--- config.mk ---
export PLATFORM = sky130hd
export DESIGN_NAME = multi_mode_relay_controller_unit
export DESIGN_NICKNAME = d
export VERILOG_FILES = /design/src/rmc_pkg.sv /design/src/multi_mode_relay_controller_unit.sv /design/src/rmc_cfg_regs.sv /design/src/rmc_ctrl_core.sv
export SDC_FILE = /design/constraint.sdc
export NUM_CORES = 1
export LEC_CHECK = 0
export BUFFER_PORTS_ARGS = -buffer_cell sky130_fd_sc_hd__clkbuf_2
export CORE_MARGIN = 2
export CORE_UTILIZATION = 63
export CTS_CLUSTER_DIAMETER = 30
export DETAILED_ROUTE_END_ITERATION = 6
export PLACE_DENSITY = 0.82
export SLEW_MARGIN = 20
export SYNTH_ARGS = -nofsm -noshare
export SYNTH_HDL_FRONTEND = slang
export SYNTH_SLANG_ARGS = --single-unit
--- constraint.sdc ---
create_clock -name clk -period 8.3 [get_ports clk]
set_clock_uncertainty 0.1 [all_clocks]
set_input_delay 0.415 -clock clk [delete_from_list [all_inputs] [get_ports clk]]
set_output_delay 0.415 -clock clk [all_outputs]
set_load 0.01 [all_outputs]
--- src/rmc_pkg.sv ---
`timescale 1ns / 1ps
`default_nettype none

package rmc_pkg;

  // control law carried in the input tuser
  typedef enum logic [1:0] {
    MODE_TIMER  = 2'd0,
    MODE_THERMO = 2'd1,
    MODE_WINDOW = 2'd2,
    MODE_DOSING = 2'd3
  } mode_t;

  // register indexes on the config port
  localparam int unsigned CFG_IDX_W = 4;
  localparam logic [CFG_IDX_W-1:0] CFG_ON_MINUTES  = 4'd0;
  localparam logic [CFG_IDX_W-1:0] CFG_OFF_MINUTES = 4'd1;
  localparam logic [CFG_IDX_W-1:0] CFG_TARGET_TEMP = 4'd2;
  localparam logic [CFG_IDX_W-1:0] CFG_TEMP_HYST   = 4'd3;
  localparam logic [CFG_IDX_W-1:0] CFG_ON_HOUR     = 4'd4;
  localparam logic [CFG_IDX_W-1:0] CFG_OFF_HOUR    = 4'd5;
  localparam logic [CFG_IDX_W-1:0] CFG_TARGET_TDS  = 4'd6;
  localparam logic [CFG_IDX_W-1:0] CFG_SETTLE_MS   = 4'd7;

  // minute counts are kept as millisecond thresholds, 2047 * 60000 fits in 27 bits
  localparam int unsigned MS_W = 27;
  localparam logic [MS_W-1:0] MS_PER_MIN = 27'd60000;
  localparam logic [MS_W-1:0] ON_MS_RST  = 27'd900000;
  localparam logic [MS_W-1:0] OFF_MS_RST = 27'd2700000;

  typedef struct packed {
    logic [MS_W-1:0]    on_ms;
    logic [MS_W-1:0]    off_ms;
    logic signed [15:0] target_temp;
    logic [10:0]        temp_hyst;
    logic [4:0]         on_hour;
    logic [4:0]         off_hour;
    logic [15:0]        target_tds;
    logic [31:0]        settle_ms;
  } cfg_t;

  typedef struct packed {
    mode_t              mode;
    logic               manual_override;
    logic [31:0]        now_ms;
    logic signed [15:0] temperature;
    logic [4:0]         current_hour;
    logic [15:0]        tds_ppm;
  } item_t;

  typedef struct packed {
    logic relay_changed;
    logic feeding_active;
    logic relay_on;
  } res_t;

endpackage

`default_nettype wire

--- src/multi_mode_relay_controller_unit.sv ---
`timescale 1ns / 1ps
`default_nettype none

// Multi-mode relay controller. Each input item picks one of four control laws
// through in_tuser (0 minute timer, 1 thermostat with hysteresis, 2 daily hour
// window, 3 timed nutrient dosing with a settle hold) and yields exactly one
// result item with the relay state, the feeding flag and a relay-changed
// flag. A set manual_override bit leaves all state untouched. Items run at one
// per cycle: an item is held in the input register, is evaluated by the
// control law logic against the stored relay state and timestamps, and lands
// in the result register; the state registers update on the same edge, so the
// next item already sees them. The rate is set by that single evaluation stage
// and only drops when out_tready is low. Config writes are taken every cycle
// (cfg_ready is tied high); the on and off minute counts are converted to
// millisecond thresholds as they are written. Write registers only while no
// item is in flight.
module multi_mode_relay_controller_unit
  import rmc_pkg::*;
#(
  parameter int unsigned FEED_MS = 5000
) (
  input  wire logic                 clk,
  input  wire logic                 rst_n,
  // input item channel
  input  wire logic                 in_tvalid,
  output logic                      in_tready,
  // [0] manual_override, [32:1] now_ms, [48:33] temperature,
  // [53:49] current_hour, [69:54] tds_ppm, [71:70] zero
  input  wire logic [71:0]          in_tdata,
  // [1:0] mode
  input  wire logic [1:0]           in_tuser,
  // result channel
  output logic                      out_tvalid,
  input  wire logic                 out_tready,
  // [0] relay_on, [1] feeding_active, [2] relay_changed, [7:3] zero
  output logic [7:0]                out_tdata,
  // config write channel
  input  wire logic                 cfg_valid,
  output logic                      cfg_ready,
  input  wire logic [CFG_IDX_W-1:0] cfg_index,
  input  wire logic [31:0]          cfg_data
);

  item_t item_r;
  logic  item_valid_r;
  res_t  res;
  res_t  res_r;
  logic  out_valid_r;
  logic  advance;
  cfg_t  cfg;

  // evaluate when the result slot is free or being emptied
  assign advance   = item_valid_r && (!out_valid_r || out_tready);
  assign in_tready = !item_valid_r || advance;
  assign cfg_ready = 1'b1;

  // input register
  always_ff @(posedge clk) begin
    if (!rst_n) begin
      item_valid_r <= 1'b0;
    end else if (in_tready) begin
      item_valid_r <= in_tvalid;
    end
  end

  always_ff @(posedge clk) begin
    if (in_tready && in_tvalid) begin
      item_r.mode            <= mode_t'(in_tuser);
      item_r.manual_override <= in_tdata[0];
      item_r.now_ms          <= in_tdata[32:1];
      item_r.temperature     <= $signed(in_tdata[48:33]);
      item_r.current_hour    <= in_tdata[53:49];
      item_r.tds_ppm         <= in_tdata[69:54];
    end
  end

  rmc_cfg_regs u_cfg (
    .clk      (clk),
    .rst_n    (rst_n),
    .wr_en    (cfg_valid && cfg_ready),
    .wr_index (cfg_index),
    .wr_data  (cfg_data),
    .cfg      (cfg)
  );

  rmc_ctrl_core #(
    .FEED_MS (FEED_MS)
  ) u_core (
    .clk     (clk),
    .rst_n   (rst_n),
    .advance (advance),
    .item    (item_r),
    .cfg     (cfg),
    .res     (res)
  );

  // result register
  always_ff @(posedge clk) begin
    if (!rst_n) begin
      out_valid_r <= 1'b0;
    end else if (advance) begin
      out_valid_r <= 1'b1;
    end else if (out_tready) begin
      out_valid_r <= 1'b0;
    end
  end

  always_ff @(posedge clk) begin
    if (advance) begin
      res_r <= res;
    end
  end

  assign out_tvalid = out_valid_r;
  assign out_tdata  = {5'd0, res_r.relay_changed, res_r.feeding_active, res_r.relay_on};

endmodule

`default_nettype wire

--- src/rmc_cfg_regs.sv ---
`timescale 1ns / 1ps
`default_nettype none

module rmc_cfg_regs
  import rmc_pkg::*;
(
  input  wire logic                 clk,
  input  wire logic                 rst_n,
  input  wire logic                 wr_en,
  input  wire logic [CFG_IDX_W-1:0] wr_index,
  input  wire logic [31:0]          wr_data,
  output cfg_t                      cfg
);

  cfg_t            cfg_r;
  cfg_t            cfg_nxt;
  logic [MS_W-1:0] minutes_ms;

  // minutes to ms once, at write time
  assign minutes_ms = {{(MS_W-11){1'b0}}, wr_data[10:0]} * MS_PER_MIN;

  always_comb begin
    cfg_nxt = cfg_r;
    if (wr_en) begin
      case (wr_index)
        CFG_ON_MINUTES:  cfg_nxt.on_ms       = minutes_ms;
        CFG_OFF_MINUTES: cfg_nxt.off_ms      = minutes_ms;
        CFG_TARGET_TEMP: cfg_nxt.target_temp = $signed(wr_data[15:0]);
        CFG_TEMP_HYST:   cfg_nxt.temp_hyst   = wr_data[10:0];
        CFG_ON_HOUR:     cfg_nxt.on_hour     = wr_data[4:0];
        CFG_OFF_HOUR:    cfg_nxt.off_hour    = wr_data[4:0];
        CFG_TARGET_TDS:  cfg_nxt.target_tds  = wr_data[15:0];
        CFG_SETTLE_MS:   cfg_nxt.settle_ms   = wr_data;
        default:         cfg_nxt = cfg_r;
      endcase
    end
  end

  always_ff @(posedge clk) begin
    if (!rst_n) begin
      cfg_r.on_ms       <= ON_MS_RST;
      cfg_r.off_ms      <= OFF_MS_RST;
      cfg_r.target_temp <= 16'sd400;
      cfg_r.temp_hyst   <= 11'd16;
      cfg_r.on_hour     <= 5'd6;
      cfg_r.off_hour    <= 5'd18;
      cfg_r.target_tds  <= 16'd800;
      cfg_r.settle_ms   <= 32'd300000;
    end else begin
      cfg_r <= cfg_nxt;
    end
  end

  assign cfg = cfg_r;

endmodule

`default_nettype wire

--- src/rmc_ctrl_core.sv ---
`timescale 1ns / 1ps
`default_nettype none

module rmc_ctrl_core
  import rmc_pkg::*;
#(
  parameter int unsigned FEED_MS = 5000
) (
  input  wire logic clk,
  input  wire logic rst_n,
  input  wire logic advance,
  input  item_t     item,
  input  cfg_t      cfg,
  output res_t      res
);

  localparam logic [31:0] FEED_MS_W = 32'(FEED_MS);

  logic        relay_r,          relay_nxt;
  logic        feeding_r,        feeding_nxt;
  logic [31:0] interval_start_r, interval_start_nxt;
  logic [31:0] feed_start_r,     feed_start_nxt;
  logic [31:0] last_feed_r,      last_feed_nxt;

  logic [31:0]        timer_base;
  logic [31:0]        timer_elapsed;
  logic [31:0]        feed_elapsed;
  logic [31:0]        settle_elapsed;
  logic signed [17:0] temp_low;
  logic signed [17:0] temp_ext;
  logic               in_window;

  assign timer_base     = (interval_start_r == 32'd0) ? item.now_ms : interval_start_r;
  assign timer_elapsed  = item.now_ms - timer_base;
  assign feed_elapsed   = item.now_ms - feed_start_r;
  assign settle_elapsed = item.now_ms - last_feed_r;
  assign temp_low       = {{2{cfg.target_temp[15]}}, cfg.target_temp}
                        - $signed({7'd0, cfg.temp_hyst});
  assign temp_ext       = {{2{item.temperature[15]}}, item.temperature};
  assign in_window      = (item.current_hour >= cfg.on_hour)
                        && (item.current_hour < cfg.off_hour);

  always_comb begin
    relay_nxt          = relay_r;
    feeding_nxt        = feeding_r;
    interval_start_nxt = interval_start_r;
    feed_start_nxt     = feed_start_r;
    last_feed_nxt      = last_feed_r;
    if (!item.manual_override) begin
      case (item.mode)
        MODE_TIMER: begin
          interval_start_nxt = timer_base;
          if (relay_r) begin
            if (timer_elapsed >= {{(32-MS_W){1'b0}}, cfg.on_ms}) begin
              relay_nxt          = 1'b0;
              interval_start_nxt = item.now_ms;
            end
          end else if ((timer_elapsed >= {{(32-MS_W){1'b0}}, cfg.off_ms})
                       || (timer_base == 32'd0)) begin
            relay_nxt          = 1'b1;
            interval_start_nxt = item.now_ms;
          end
        end
        MODE_THERMO: begin
          if (relay_r) begin
            if (temp_ext >= $signed({{2{cfg.target_temp[15]}}, cfg.target_temp}))
              relay_nxt = 1'b0;
          end else if (temp_ext <= temp_low) begin
            relay_nxt = 1'b1;
          end
        end
        MODE_WINDOW: relay_nxt = in_window;
        MODE_DOSING: begin
          if (feeding_r) begin
            if (feed_elapsed >= FEED_MS_W) begin
              relay_nxt     = 1'b0;
              feeding_nxt   = 1'b0;
              last_feed_nxt = item.now_ms;
            end
          end else if (!((last_feed_r != 32'd0) && (settle_elapsed < cfg.settle_ms))) begin
            if (item.tds_ppm < cfg.target_tds) begin
              relay_nxt      = 1'b1;
              feeding_nxt    = 1'b1;
              feed_start_nxt = item.now_ms;
            end else begin
              relay_nxt = 1'b0;
            end
          end
        end
        default: relay_nxt = relay_r;
      endcase
    end
  end

  always_ff @(posedge clk) begin
    if (!rst_n) begin
      relay_r          <= 1'b1;
      feeding_r        <= 1'b0;
      interval_start_r <= 32'd0;
      feed_start_r     <= 32'd0;
      last_feed_r      <= 32'd0;
    end else if (advance) begin
      relay_r          <= relay_nxt;
      feeding_r        <= feeding_nxt;
      interval_start_r <= interval_start_nxt;
      feed_start_r     <= feed_start_nxt;
      last_feed_r      <= last_feed_nxt;
    end
  end

  assign res.relay_on       = relay_nxt;
  assign res.feeding_active = feeding_nxt;
  assign res.relay_changed  = relay_nxt ^ relay_r;

  // override leaves every piece of state alone
  a_override_frozen: assert property (@(posedge clk) disable iff (!rst_n)
    advance && item.manual_override |=>
      $stable(relay_r) && $stable(feeding_r) && $stable(interval_start_r)
      && $stable(feed_start_r) && $stable(last_feed_r))
    else $error("state changed under manual override");

  // only the dosing law touches the feeding flag
  a_feed_only_dosing: assert property (@(posedge clk) disable iff (!rst_n)
    advance && (item.mode != MODE_DOSING) |=> $stable(feeding_r))
    else $error("feeding flag changed outside dosing mode");

  // hour window drives the relay directly
  a_window_follow: assert property (@(posedge clk) disable iff (!rst_n)
    advance && !item.manual_override && (item.mode == MODE_WINDOW) |=>
      relay_r == $past(in_window))
    else $error("relay does not follow hour window");

  // reported change matches the stored relay
  a_change_flag: assert property (@(posedge clk) disable iff (!rst_n)
    advance |=> $past(res.relay_changed) == (relay_r != $past(relay_r)))
    else $error("relay_changed disagrees with relay state");

endmodule

`default_nettype wire
==> impl_metrics.ini, run 1 <==
[worst_setup_path]
worstPathMaxFanout = 30
ff2ff_path_depth = 26
cp.required_ps = 8660
rr_endpoint = u_core.interval_start_r[0]
critPathLaunchType = flip-flop
arrival_ps = 7390
critPathKind = reg -> reg
regToRegSetupSlack_ps = 1270
crit-reg2reg-launch = u_core.interval_start_r[24]
worstSetupEndpointType = flip-flop

[timing]
finalSetupViolCount = 0
tns_ps = 0
slew-limit-headroom_pct = 43.1
tightestPinTransition_ps = 843
period_share_pct = 84.8
fin_crit_ps = 7030
max_freq_ghz = 0.142
slew_viol_final = 0
grt_setup_unrepaired = no
final-hold-violation-count = 0

[synth]
synth_top_family_by_area = adder cells
synth_area_sq_um = 22500
ys_top_cells_by_area = dfxtp_1 (20%), ha_1 (17%), edfxtp_1 (10%)
synth_compound_area_share_pct = 19.8
synth_xor_area_share_pct = 3.54
synth_adder_area_share_pct = 20.3
synth-main-ff-cell = dfxtp_1
synthSimpleGateAreaFrac_pct = 15.9
synth.avg_cell_area_sq_um = 8.83
async_flop_share_pct = 0
synth_edf_count = 75
muxShareOfSynthArea_pct = 3.48
yosysWarnings = 0
yosysTopAreaCell = dfxtp_1
synthCells = 2552
ys_seq_area_share_pct = 30.3
synth_top_cell_area_share_pct = 20.3
ys_seq_elements = 304
synth_cell_types = 95

[run_status]
status = finished, final reports clean

[routing]
dr_total_vias = 20000
finalWirelength_um = 62100
drt_iter0_markers = 1374
drt_pass1_iterations = 5
routedWlPerCell_um = 18.9
ant_nets = 0
drc = 0
via_per_inst = 6.08

[global_route]
grt_max_degree = 85
gr-total-overflow = 0
grt.total_usage_pct = 33.9
antenna_found_initial = 0
grt_pass1_vias = 20700
grt_pass1_wl_um = 101000

[floorplanning]
core_area_sq_um = 35400
start_util_pct = 63.7
io_pins = 126
rows = 69
die_width_um = 193
die_h_um = 193
die-area_sq_um = 37300

[clock_network]
path_clk_slew_ps = 60
cts_tree = yes
root_buffer = clkbuf_16
cts-buffers-inserted = 75
clock-sinks = 304
clk_path_buf_depth = 3
cts_max_level = 3
cts_resized = 0
post_cts.repair.setup_buffers = 0
worst_skew_pair.late_latency_ps = 600

[finish]
syn2layout_area_growth_pct = 19.0
drive_above_1_share_pct = 10.7
antenna_cells = 0
nNetsFinal = 3217
fin_area_sq_um = 26800
nFillCells = 2399
post-route-util_pct = 75.8

[worst_hold_path]
min_from = cfg_data[12]
min_path_type = in -> reg
whs_path_depth = 3
hold_end = u_cfg.cfg[44]

[power_and_ir_drop]
power_density_nw_per_um2 = 236
ir_drop_v = 0.000248
p_leak_uw = 0.0114

[place]
gp_congestion = 0.959
io_buffers = 117
placed_area_sq_um = 23400
dp_hpwl_um = 42400

[job]
maxCapViolations = 0
## metrics by stage
step	setup slack (ps)	cells	power [uW]	hold WS, ps
final	1270	3280	6330	21.4
after global routing	928	3280	6650	6.28
after CTS	1510	3280	6310	5.26
after detailed placement	1540	3055	3340	358
after global placement	1740	3055	3250	353
after floorplan	2310	2556	2920	340
## per-layer routing
layer  wire [um]  global-route usage, %  vias up
li1            -                      -     9453
met1       25200                   41.1     9512
met2       29900                   58.2      775
met3        4390                   6.81      210
met4        2610                   15.4        0
met5           0                      0        -
## cell usage after synthesis, types with 31 or more instances
cell type	number
ha_1	302
nand2_1	279
inv_1	271
dfxtp_1	229
a21oi_1	166
nor2b_1	102
o21ai_0	100
nor2_1	90
a21boi_0	80
mux2i_1	76
edfxtp_1	75
a21o_1	65
clkbuf_1	62
xnor2_1	59
o211ai_1	53
fa_1	40
nand3_1	40
nand4_1	35
nand2b_1	32
xor2_1	32
a22o_1	31
## what timing repair did
| action | CTS | global route |
|---|---|---|
| hold buffers | 89 | 0 |
| endpoints found under the setup margin | 0 | 0 |
| hold endpoints to repair | 89 | 0 |
## layout by cell type (no fill, tap or decap), types with 9 or more instances in the layout
cell type	instances
a211oi_1	20
nand4_1	35
fa_1	40
nor3_1	26
a22o_1	31
clkbuf_8	11
dlygate4sd3_1	89
and2_1	11
ha_1	302
clkbuf_1	10
xor2_1	32
dfxtp_1	229
o31ai_1	9
nand2b_1	32
mux2i_1	76
xnor2_1	59
edfxtp_1	75
buf_4	15
nor2_1	89
o21a_1	24
inv_1	271
nand3_1	39
a21oi_1	166
clkbuf_2	116
o21ai_0	100
and3_1	18
a21o_1	65
nand2_1	279
clkbuf_16	77
nor4_1	27
o211ai_1	53
a31oi_1	9
a21boi_0	80
nor2b_1	101
## kinds of logic (layout without fill, tap and decap cells)
logic type / count (synthesis) / in the layout
AND/OR/NAND/NOR: 716 / 716
buffers and inverters: 364 / 627
flip-flops: 304 / 304
multiplexers: 78 / 78
other: 2 / 6
XOR/XNOR: 91 / 91
AO/OA/AOI/OAI: 655 / 655
adder cells (fa/ha/maj): 342 / 342
## flip-flops by register name, summed over array words and instances, names as in the netlist, 3 cells and up
signal / cells
item_r: 72
u_cfg.cfg: 129
u_core.feed_start_r: 32
u_core.last_feed_r: 32
u_core.interval_start_r: 32
out_tdata: 3
## report_power, final
| part | internal [uW] | switching, uW |
|---|---|---|
| clock | 1960 | 953 |
| combinational | 758 | 1040 |
| sequential | 1570 | 52.1 |
## worst max-delay path by stage
stage / startpoint / to / slack, ps / cells past startpoint
floorplan: u_core.interval_start_r[31] / u_core.interval_start_r[1] / 2310 / 29
global placement: u_core.interval_start_r[24] / u_core.interval_start_r[26] / 1740 / 24
detailed placement: u_core.interval_start_r[24] / u_core.interval_start_r[16] / 1540 / 26
CTS: u_core.interval_start_r[24] / u_core.interval_start_r[0] / 1510 / 26
global route: u_core.interval_start_r[24] / u_core.interval_start_r[0] / 930 / 26
finish: u_core.interval_start_r[24] / u_core.interval_start_r[0] / 1270 / 26
## layout make-up
class,count,area (sq um),share of cell area (%)
flip-flops and latches,304,6840,25.5
clock inverters,37,420,1.57
clock buffers,99,2120,7.92
inverters,271,1020,3.79
repair buffers,220,1580,5.91
well taps,461,577,2.15
multi-input cells,1888,14300,53.2
## critical path, stage by stage (launching register included)
cell	delay [ps]
dfxtp_1	320
nor4_1	390
and4_1	340
and2_1	380
a21oi_1	160
ha_1	310
nor2b_1	130
o21ai_0	490
o211ai_1	270
o21ai_1	370
nor3_1	170
a211oi_1	410
o21ai_0	170
xor2_1	230
ha_1	280
a21o_1	190
a21o_1	180
a21oi_1	150
nor2_1	50
a211oi_1	200
o21ai_0	100
a221o_1	300
a31oi_1	220
a21o_1	170
a31oi_1	260
and2_4	370
a22o_1	220
No activity file was read; power rests on OpenSTA's default activity.
==> inputs of run 2 (changes only) <==
--- a/config.mk
+++ b/config.mk
@@ -7,10 +7,10 @@
 export LEC_CHECK = 0
 export BUFFER_PORTS_ARGS = -buffer_cell sky130_fd_sc_hd__clkbuf_2
 export CORE_MARGIN = 2
-export CORE_UTILIZATION = 63
+export CORE_UTILIZATION = 57
 export CTS_CLUSTER_DIAMETER = 30
 export DETAILED_ROUTE_END_ITERATION = 6
-export PLACE_DENSITY = 0.82
+export PLACE_DENSITY = 0.78
 export SLEW_MARGIN = 20
 export SYNTH_ARGS = -nofsm -noshare
 export SYNTH_HDL_FRONTEND = slang
==> constraint.sdc (replaced) <==
create_clock -name clk -period 6.3 [get_ports clk]
set_clock_uncertainty 0.1 [all_clocks]
set_input_delay 0.315 -clock clk [delete_from_list [all_inputs] [get_ports clk]]
set_output_delay 0.315 -clock clk [all_outputs]
set_load 0.01 [all_outputs]
==> impl_metrics.ini, run 2 (synthesis gave the netlist of run 1 again) <==
[run_status]
status = finished, final reports clean

[worst_setup_path]
crit_path_top_delay_cell = a311oi_4
critPathLaunchType = flip-flop
critical_path.most_common_cell = a21oi_1
worstSetupStartpoint = u_core.interval_start_r[23]
worstSetupEndpointType = flip-flop
crit_family = compound AO/OA/AOI/OAI gates
crit-reg2reg-launch = u_core.interval_start_r[23]
cp_slowest_stage_delay_ps = 430
cp.required_ps = 6510
arrival_ps = 6180
crit_chain = nor4_2, and4_1, and2_2, buf_8, a21oi_1, ha_2, a21oi_1, o221ai_1, a21o_1, a21oi_1, nand3_2, a311oi_4, o21ai_0, a31oi_1, xnor2_1, ha_1, nor2_1, nor4_2, a221o_1, a31oi_1, nand2_1, o311ai_0, o31ai_1
critPathKind = reg -> reg
regToRegSetupSlack_ps = 330
path_depth = 23
ff2ff_path_depth = 23
worstPathMaxFanout = 25
path_buf_inv = 1

[finish]
antenna_cells = 0
syn2layout_area_growth_pct = 21.6
nFillCells = 2892
multi_input_area_sq_um = 14300
regArea_sq_um = 6840
drive_above_1_share_pct = 12.1
largest_register_ffs = 129
final_cell_mix = ha_1 (300), nand2_1 (279), inv_1 (271)
final_common_cell = ha_1
nNetsFinal = 3254

[floorplanning]
die_h_um = 203
die-area_sq_um = 41100
die_width_um = 203
io_pins = 126
core_area_sq_um = 38800
start_util_pct = 58.0
rows = 72

[clock_network]
cts-buffers-inserted = 74
path_clk_slew_ps = 50
root_buffer = clkbuf_16
clk_path_buf_depth = 3
clock-sinks = 304
cts_tree = yes
worst_skew_pair.late_latency_ps = 610
cts_max_level = 3

[global_route]
grt_max_degree = 125
grt.total_usage_pct = 30.4
antenna_found_initial = 1
grt_pass1_vias = 20000
grt_pass1_wl_um = 101000
gr-total-overflow = 0

[power_and_ir_drop]
power_density_nw_per_um2 = 312
p_seq_share_pct = 24.9
clkPwrFrac_pct = 46.7
switching_share_pct = 31.4
ir_drop_v = 0.000295
combPwrFrac_pct = 28.4
power.switching_uw = 2680
p_leak_uw = 0.0117
p_int_uw = 5860

[timing]
slew_viol_final = 0
fin_crit_ps = 5970
final-hold-violation-count = 0
max_freq_ghz = 0.168
holdWs_ps = 124
slew-limit-headroom_pct = 40.5
tns_ps = 0
finalSetupViolCount = 0
tightestPinTransition_ps = 889
period_share_pct = 94.7

[routing]
finalWirelength_um = 62800
ant_nets = 0
via_per_inst = 5.88
drt_iter0_markers = 1251
drc = 0
drt_pass1_iterations = 6
dr_total_vias = 19800
routedWlPerCell_um = 18.6

[worst_hold_path]
min_path_type = in -> reg
min_from = cfg_data[4]
whs_path_depth = 4

[job]
maxCapViolations = 0

[place]
io_buffers = 117
gp_congestion = 0.934
dp_hpwl_um = 44400
run 2: cell types whose count changed in the layout (fill, tap and decap cells not counted), sizes merged:
cell         before  now
clkinvlp          4    5
and2             14   15
clkinv           14   23
dlygate4sd3      89   97
clkbuf          215  210
buf              15   44
bufinv            5   10
inv             285  274
run 2: layout make-up:
class | count | share of cell area (%)
tap | 518 | 2.37
multi-input combinational | 1889 | 52.4
clock inverter | 41 | 1.94
clock buffer | 94 | 7.64
sequential | 304 | 25.0
timing repair buffer | 257 | 7.00
inverter | 271 | 3.71
run 2: tightest hold or removal path, stage by stage:
cell	delay, ps
clkbuf_2	100
buf_4	210
nand2_1	70
a21boi_0	70
run 2: stage by stage:
step	util [%]	total power (uW)	std cells	setup WS (ps)	cell area, sq um
floorplan	-	3850	2556	306	22500
global placement	60.9	4330	3137	274	23700
detailed placement	60.9	4430	3137	111	23700
CTS	70.2	8490	3369	50.1	27200
global route	70.5	8970	3374	-25.5	27400
finish	70.5	8540	3374	332	27400
run 2: final timing paths:
check,endpoint
hold reg to reg,u_cfg.cfg[13]
hold / removal,u_cfg.cfg[4]
setup reg to reg,out_tdata[2]
setup / recovery,out_tdata[2]
run 2: per-layer routing:
metal	GRT usage, %	vias up	routed length (um)
met5	0	-	13
met3	6.16	192	4070
li1	-	9544	-
met2	50.7	674	29600
met1	38.3	9423	26600
met4	13.2	2	2540
run 2: timing repair:
item                                    in CTS  in global routing
setup buffers                                0                  4
hold buffers                                97                  0
gates resized for setup                      0                 23
hold endpoints to repair                   114                  0
endpoints found under the setup margin       0                 35
run 2: power groups by stage:
stage               clock [uW]  sequential [uW]  combinational (uW)
floorplan                    0             2130                1720
global placement             0             2160                2170
detailed placement           0             2160                2270
CTS                       4010             2120                2360
global route              4120             2130                2720
finish                    3990             2130                2420
==> inputs of run 3 (changes only) <==
--- a/config.mk
+++ b/config.mk
@@ -5,6 +5,7 @@
 export SDC_FILE = /design/constraint.sdc
 export NUM_CORES = 1
 export LEC_CHECK = 0
+export ABC_AREA = 1
 export BUFFER_PORTS_ARGS = -buffer_cell sky130_fd_sc_hd__clkbuf_2
 export CORE_MARGIN = 2
 export CORE_UTILIZATION = 57
==> impl_metrics.ini, run 3 <==
[floorplanning]
rows = 74
io_pins = 126
start_util_pct = 57.4
core_area_sq_um = 40600
die-area_sq_um = 42500
die_h_um = 206
die_width_um = 206

[global_route]
grt_pass1_vias = 22500
grt_max_degree = 93
gr-total-overflow = 0
grt_pass1_wl_um = 112000
grt.total_usage_pct = 33.3
antenna_found_initial = 1

[clock_network]
clk_path_buf_depth = 3
cts_max_level = 3
cts-buffers-inserted = 75
path_clk_slew_ps = 60
worst_skew_pair.late_latency_ps = 610
cts_tree = yes
clock-sinks = 304
root_buffer = clkbuf_16

[routing]
drt_iter0_markers = 1839
drt_pass1_iterations = 7
ant_nets = 0
drc = 1
dr_total_vias = 22700
finalWirelength_um = 70000
routedWlPerCell_um = 17.2
via_per_inst = 5.58

[place]
gp_congestion = 0.971
placed_area_sq_um = 24500
io_buffers = 117
dp_hpwl_um = 50900

[synth]
synth.avg_cell_area_sq_um = 7.20
yosysWarnings = 0
synth_top_cell_area_share_pct = 19.7
synth_area_sq_um = 23300
synth_most_common_cell = nand2_1
ys_seq_area_share_pct = 29.3
synthCells = 3236
async_flop_share_pct = 0
synth_common_cells = nand2_1 (648), inv_1 (584), a21oi_1 (371)
yosysTopAreaCell = dfxtp_1
synth_cell_types = 51
ys_top_cells_by_area = dfxtp_1 (20%), ha_1 (16%), nand2_1 (10%)
synth-main-ff-cell = dfxtp_1
synth_edf_count = 75
ys_seq_elements = 304

[finish]
post-route-util_pct = 68.8
antenna_cells = 0
syn2layout_area_growth_pct = 19.9
final_common_cell = nand2_1
drive_above_1_share_pct = 8.47
fin_area_sq_um = 28000
largest_register_ffs = 129
final_cell_mix = nand2_1 (648), inv_1 (583), a21oi_1 (371)
nNetsFinal = 3931

[power_and_ir_drop]
ir_drop_v = 0.000388
p_leak_uw = 0.0137
power_density_nw_per_um2 = 308

[worst_setup_path]
cp.required_ps = 6670
arrival_ps = 6320
critical_path.most_common_cell = nand2_1
critPathLaunchType = flip-flop
worstPathMaxFanout = 35
worstSetupEndpointType = flip-flop
crit_path_top_delay_cell = ha_1
cp_slowest_stage_delay_ps = 310
regToRegSetupSlack_ps = 350
critPathKind = reg -> reg

[timing]
tns_ps = 0
max_freq_ghz = 0.168
slew_viol_final = 0
final-hold-violation-count = 0
fin_crit_ps = 5950
slew-limit-headroom_pct = 20.9
grt_setup_unrepaired = no
finalSetupViolCount = 0
period_share_pct = 94.4
tightestPinTransition_ps = 1190

[job]
maxCapViolations = 0

[run_status]
status = finished, violations left
violations = design-rule violations

[worst_hold_path]
min_path_type = in -> reg
[run 3: cell count changes in the layout (fill, tap and decap cells not counted), moves of 32 or more]
cell / before / now
o21ai_0: 97 / 211
nand3_1: 38 / 162
nand2_1: 279 / 648
nor2_1: 89 / 194
a21oi_1: 165 / 371
a21boi_0: 80 / 4
nand2b_1: 32 / 0
inv_1: 271 / 583
nor2b_1: 101 / 0
mux2i_1: 76 / 0
a21o_1: 65 / 10
[run 3: path summary, 6_finish.rpt]
check | startpoint | end | cells after the start
setup / recovery | u_core.interval_start_r[17] | u_core.interval_start_r[10] | 39
hold / removal | cfg_data[4] | u_cfg.cfg[4] | 3
setup reg to reg | u_core.interval_start_r[17] | u_core.interval_start_r[10] | 39
hold reg to reg | u_core.feed_start_r[16] | u_core.feed_start_r[16] | 2
[run 3: power breakdown]
| group | internal, uW | leakage [uW] | switching [uW] |
|---|---|---|---|
| Sequential | 2070 | 0.00258 | 55.4 |
| Clock | 2620 | 0.00121 | 1220 |
| Combinational | 994 | 0.00987 | 1660 |
[run 3: kinds of logic after synthesis]
family / Yosys count / share of synthesized area (%)
AO/OA/AOI/OAI: 690 / 16.0
XOR/XNOR: 91 / 3.42
adder cells (fa/ha/maj): 342 / 19.6
buffers and inverters: 680 / 11.2
flip-flops: 304 / 29.3
other: 2 / 0.0322
AND/OR/NAND/NOR: 1127 / 20.4
[run 3: repair_timing]
action,CTS,global route
setup endpoints to repair,0,3
setup buffers,0,0
hold buffers,96,0
resized for setup,0,1
endpoints found under the hold margin,99,0
[run 3: worst max-delay path: cells and delay by family (launching register included)]
| kind | cells | cell delay [ps] |
|---|---|---|
| AOI/OAI and AO/OA | 4 | 840 |
| adders and majority gates | 3 | 710 |
| DFF | 1 | 300 |
| xor gates and xnor gates | 1 | 250 |
| and+or+nand+nor | 24 | 2740 |
| buffers and inverters | 7 | 870 |
[run 3: layout make-up]
cell class,count,area (sq um)
fillers,3244,12700
multi-input cells,2256,13900
inverters,596,2240
well taps,532,666
flip-flops and latches,304,6840
clock inverters,34,422
repair buffers,241,1780
clock buffers,101,2110
[run 3: per-layer routing]
layer | routed length (um) | vias up | track usage (%) | part of all wire (%)
li1 | - | 11100 | - | -
met1 | 28500 | 10400 | 41.1 | 41
met2 | 32900 | 866 | 56.6 | 47
met3 | 5180 | 239 | 4.87 | 7.4
met4 | 3430 | 0 | 17.2 | 4.9
met5 | 0 | - | 0 | 0
[run 3: per-stage QoR]
| stage | setup WS (ps) | power (uW) | hold slack [ps] | std cells |
|---|---|---|---|---|
| 2_1_floorplan | 1500 | 4010 | 314 | 3240 |
| 3_3_place_gp | 799 | 4600 | 336 | 3833 |
| 3_5_place_dp | 578 | 4700 | 351 | 3833 |
| 4_1_cts | 528 | 8590 | 94.0 | 4064 |
| 5_1_grt | 39.2 | 9110 | 122 | 4064 |
| 6_report | 353 | 8620 | 107 | 4064 |
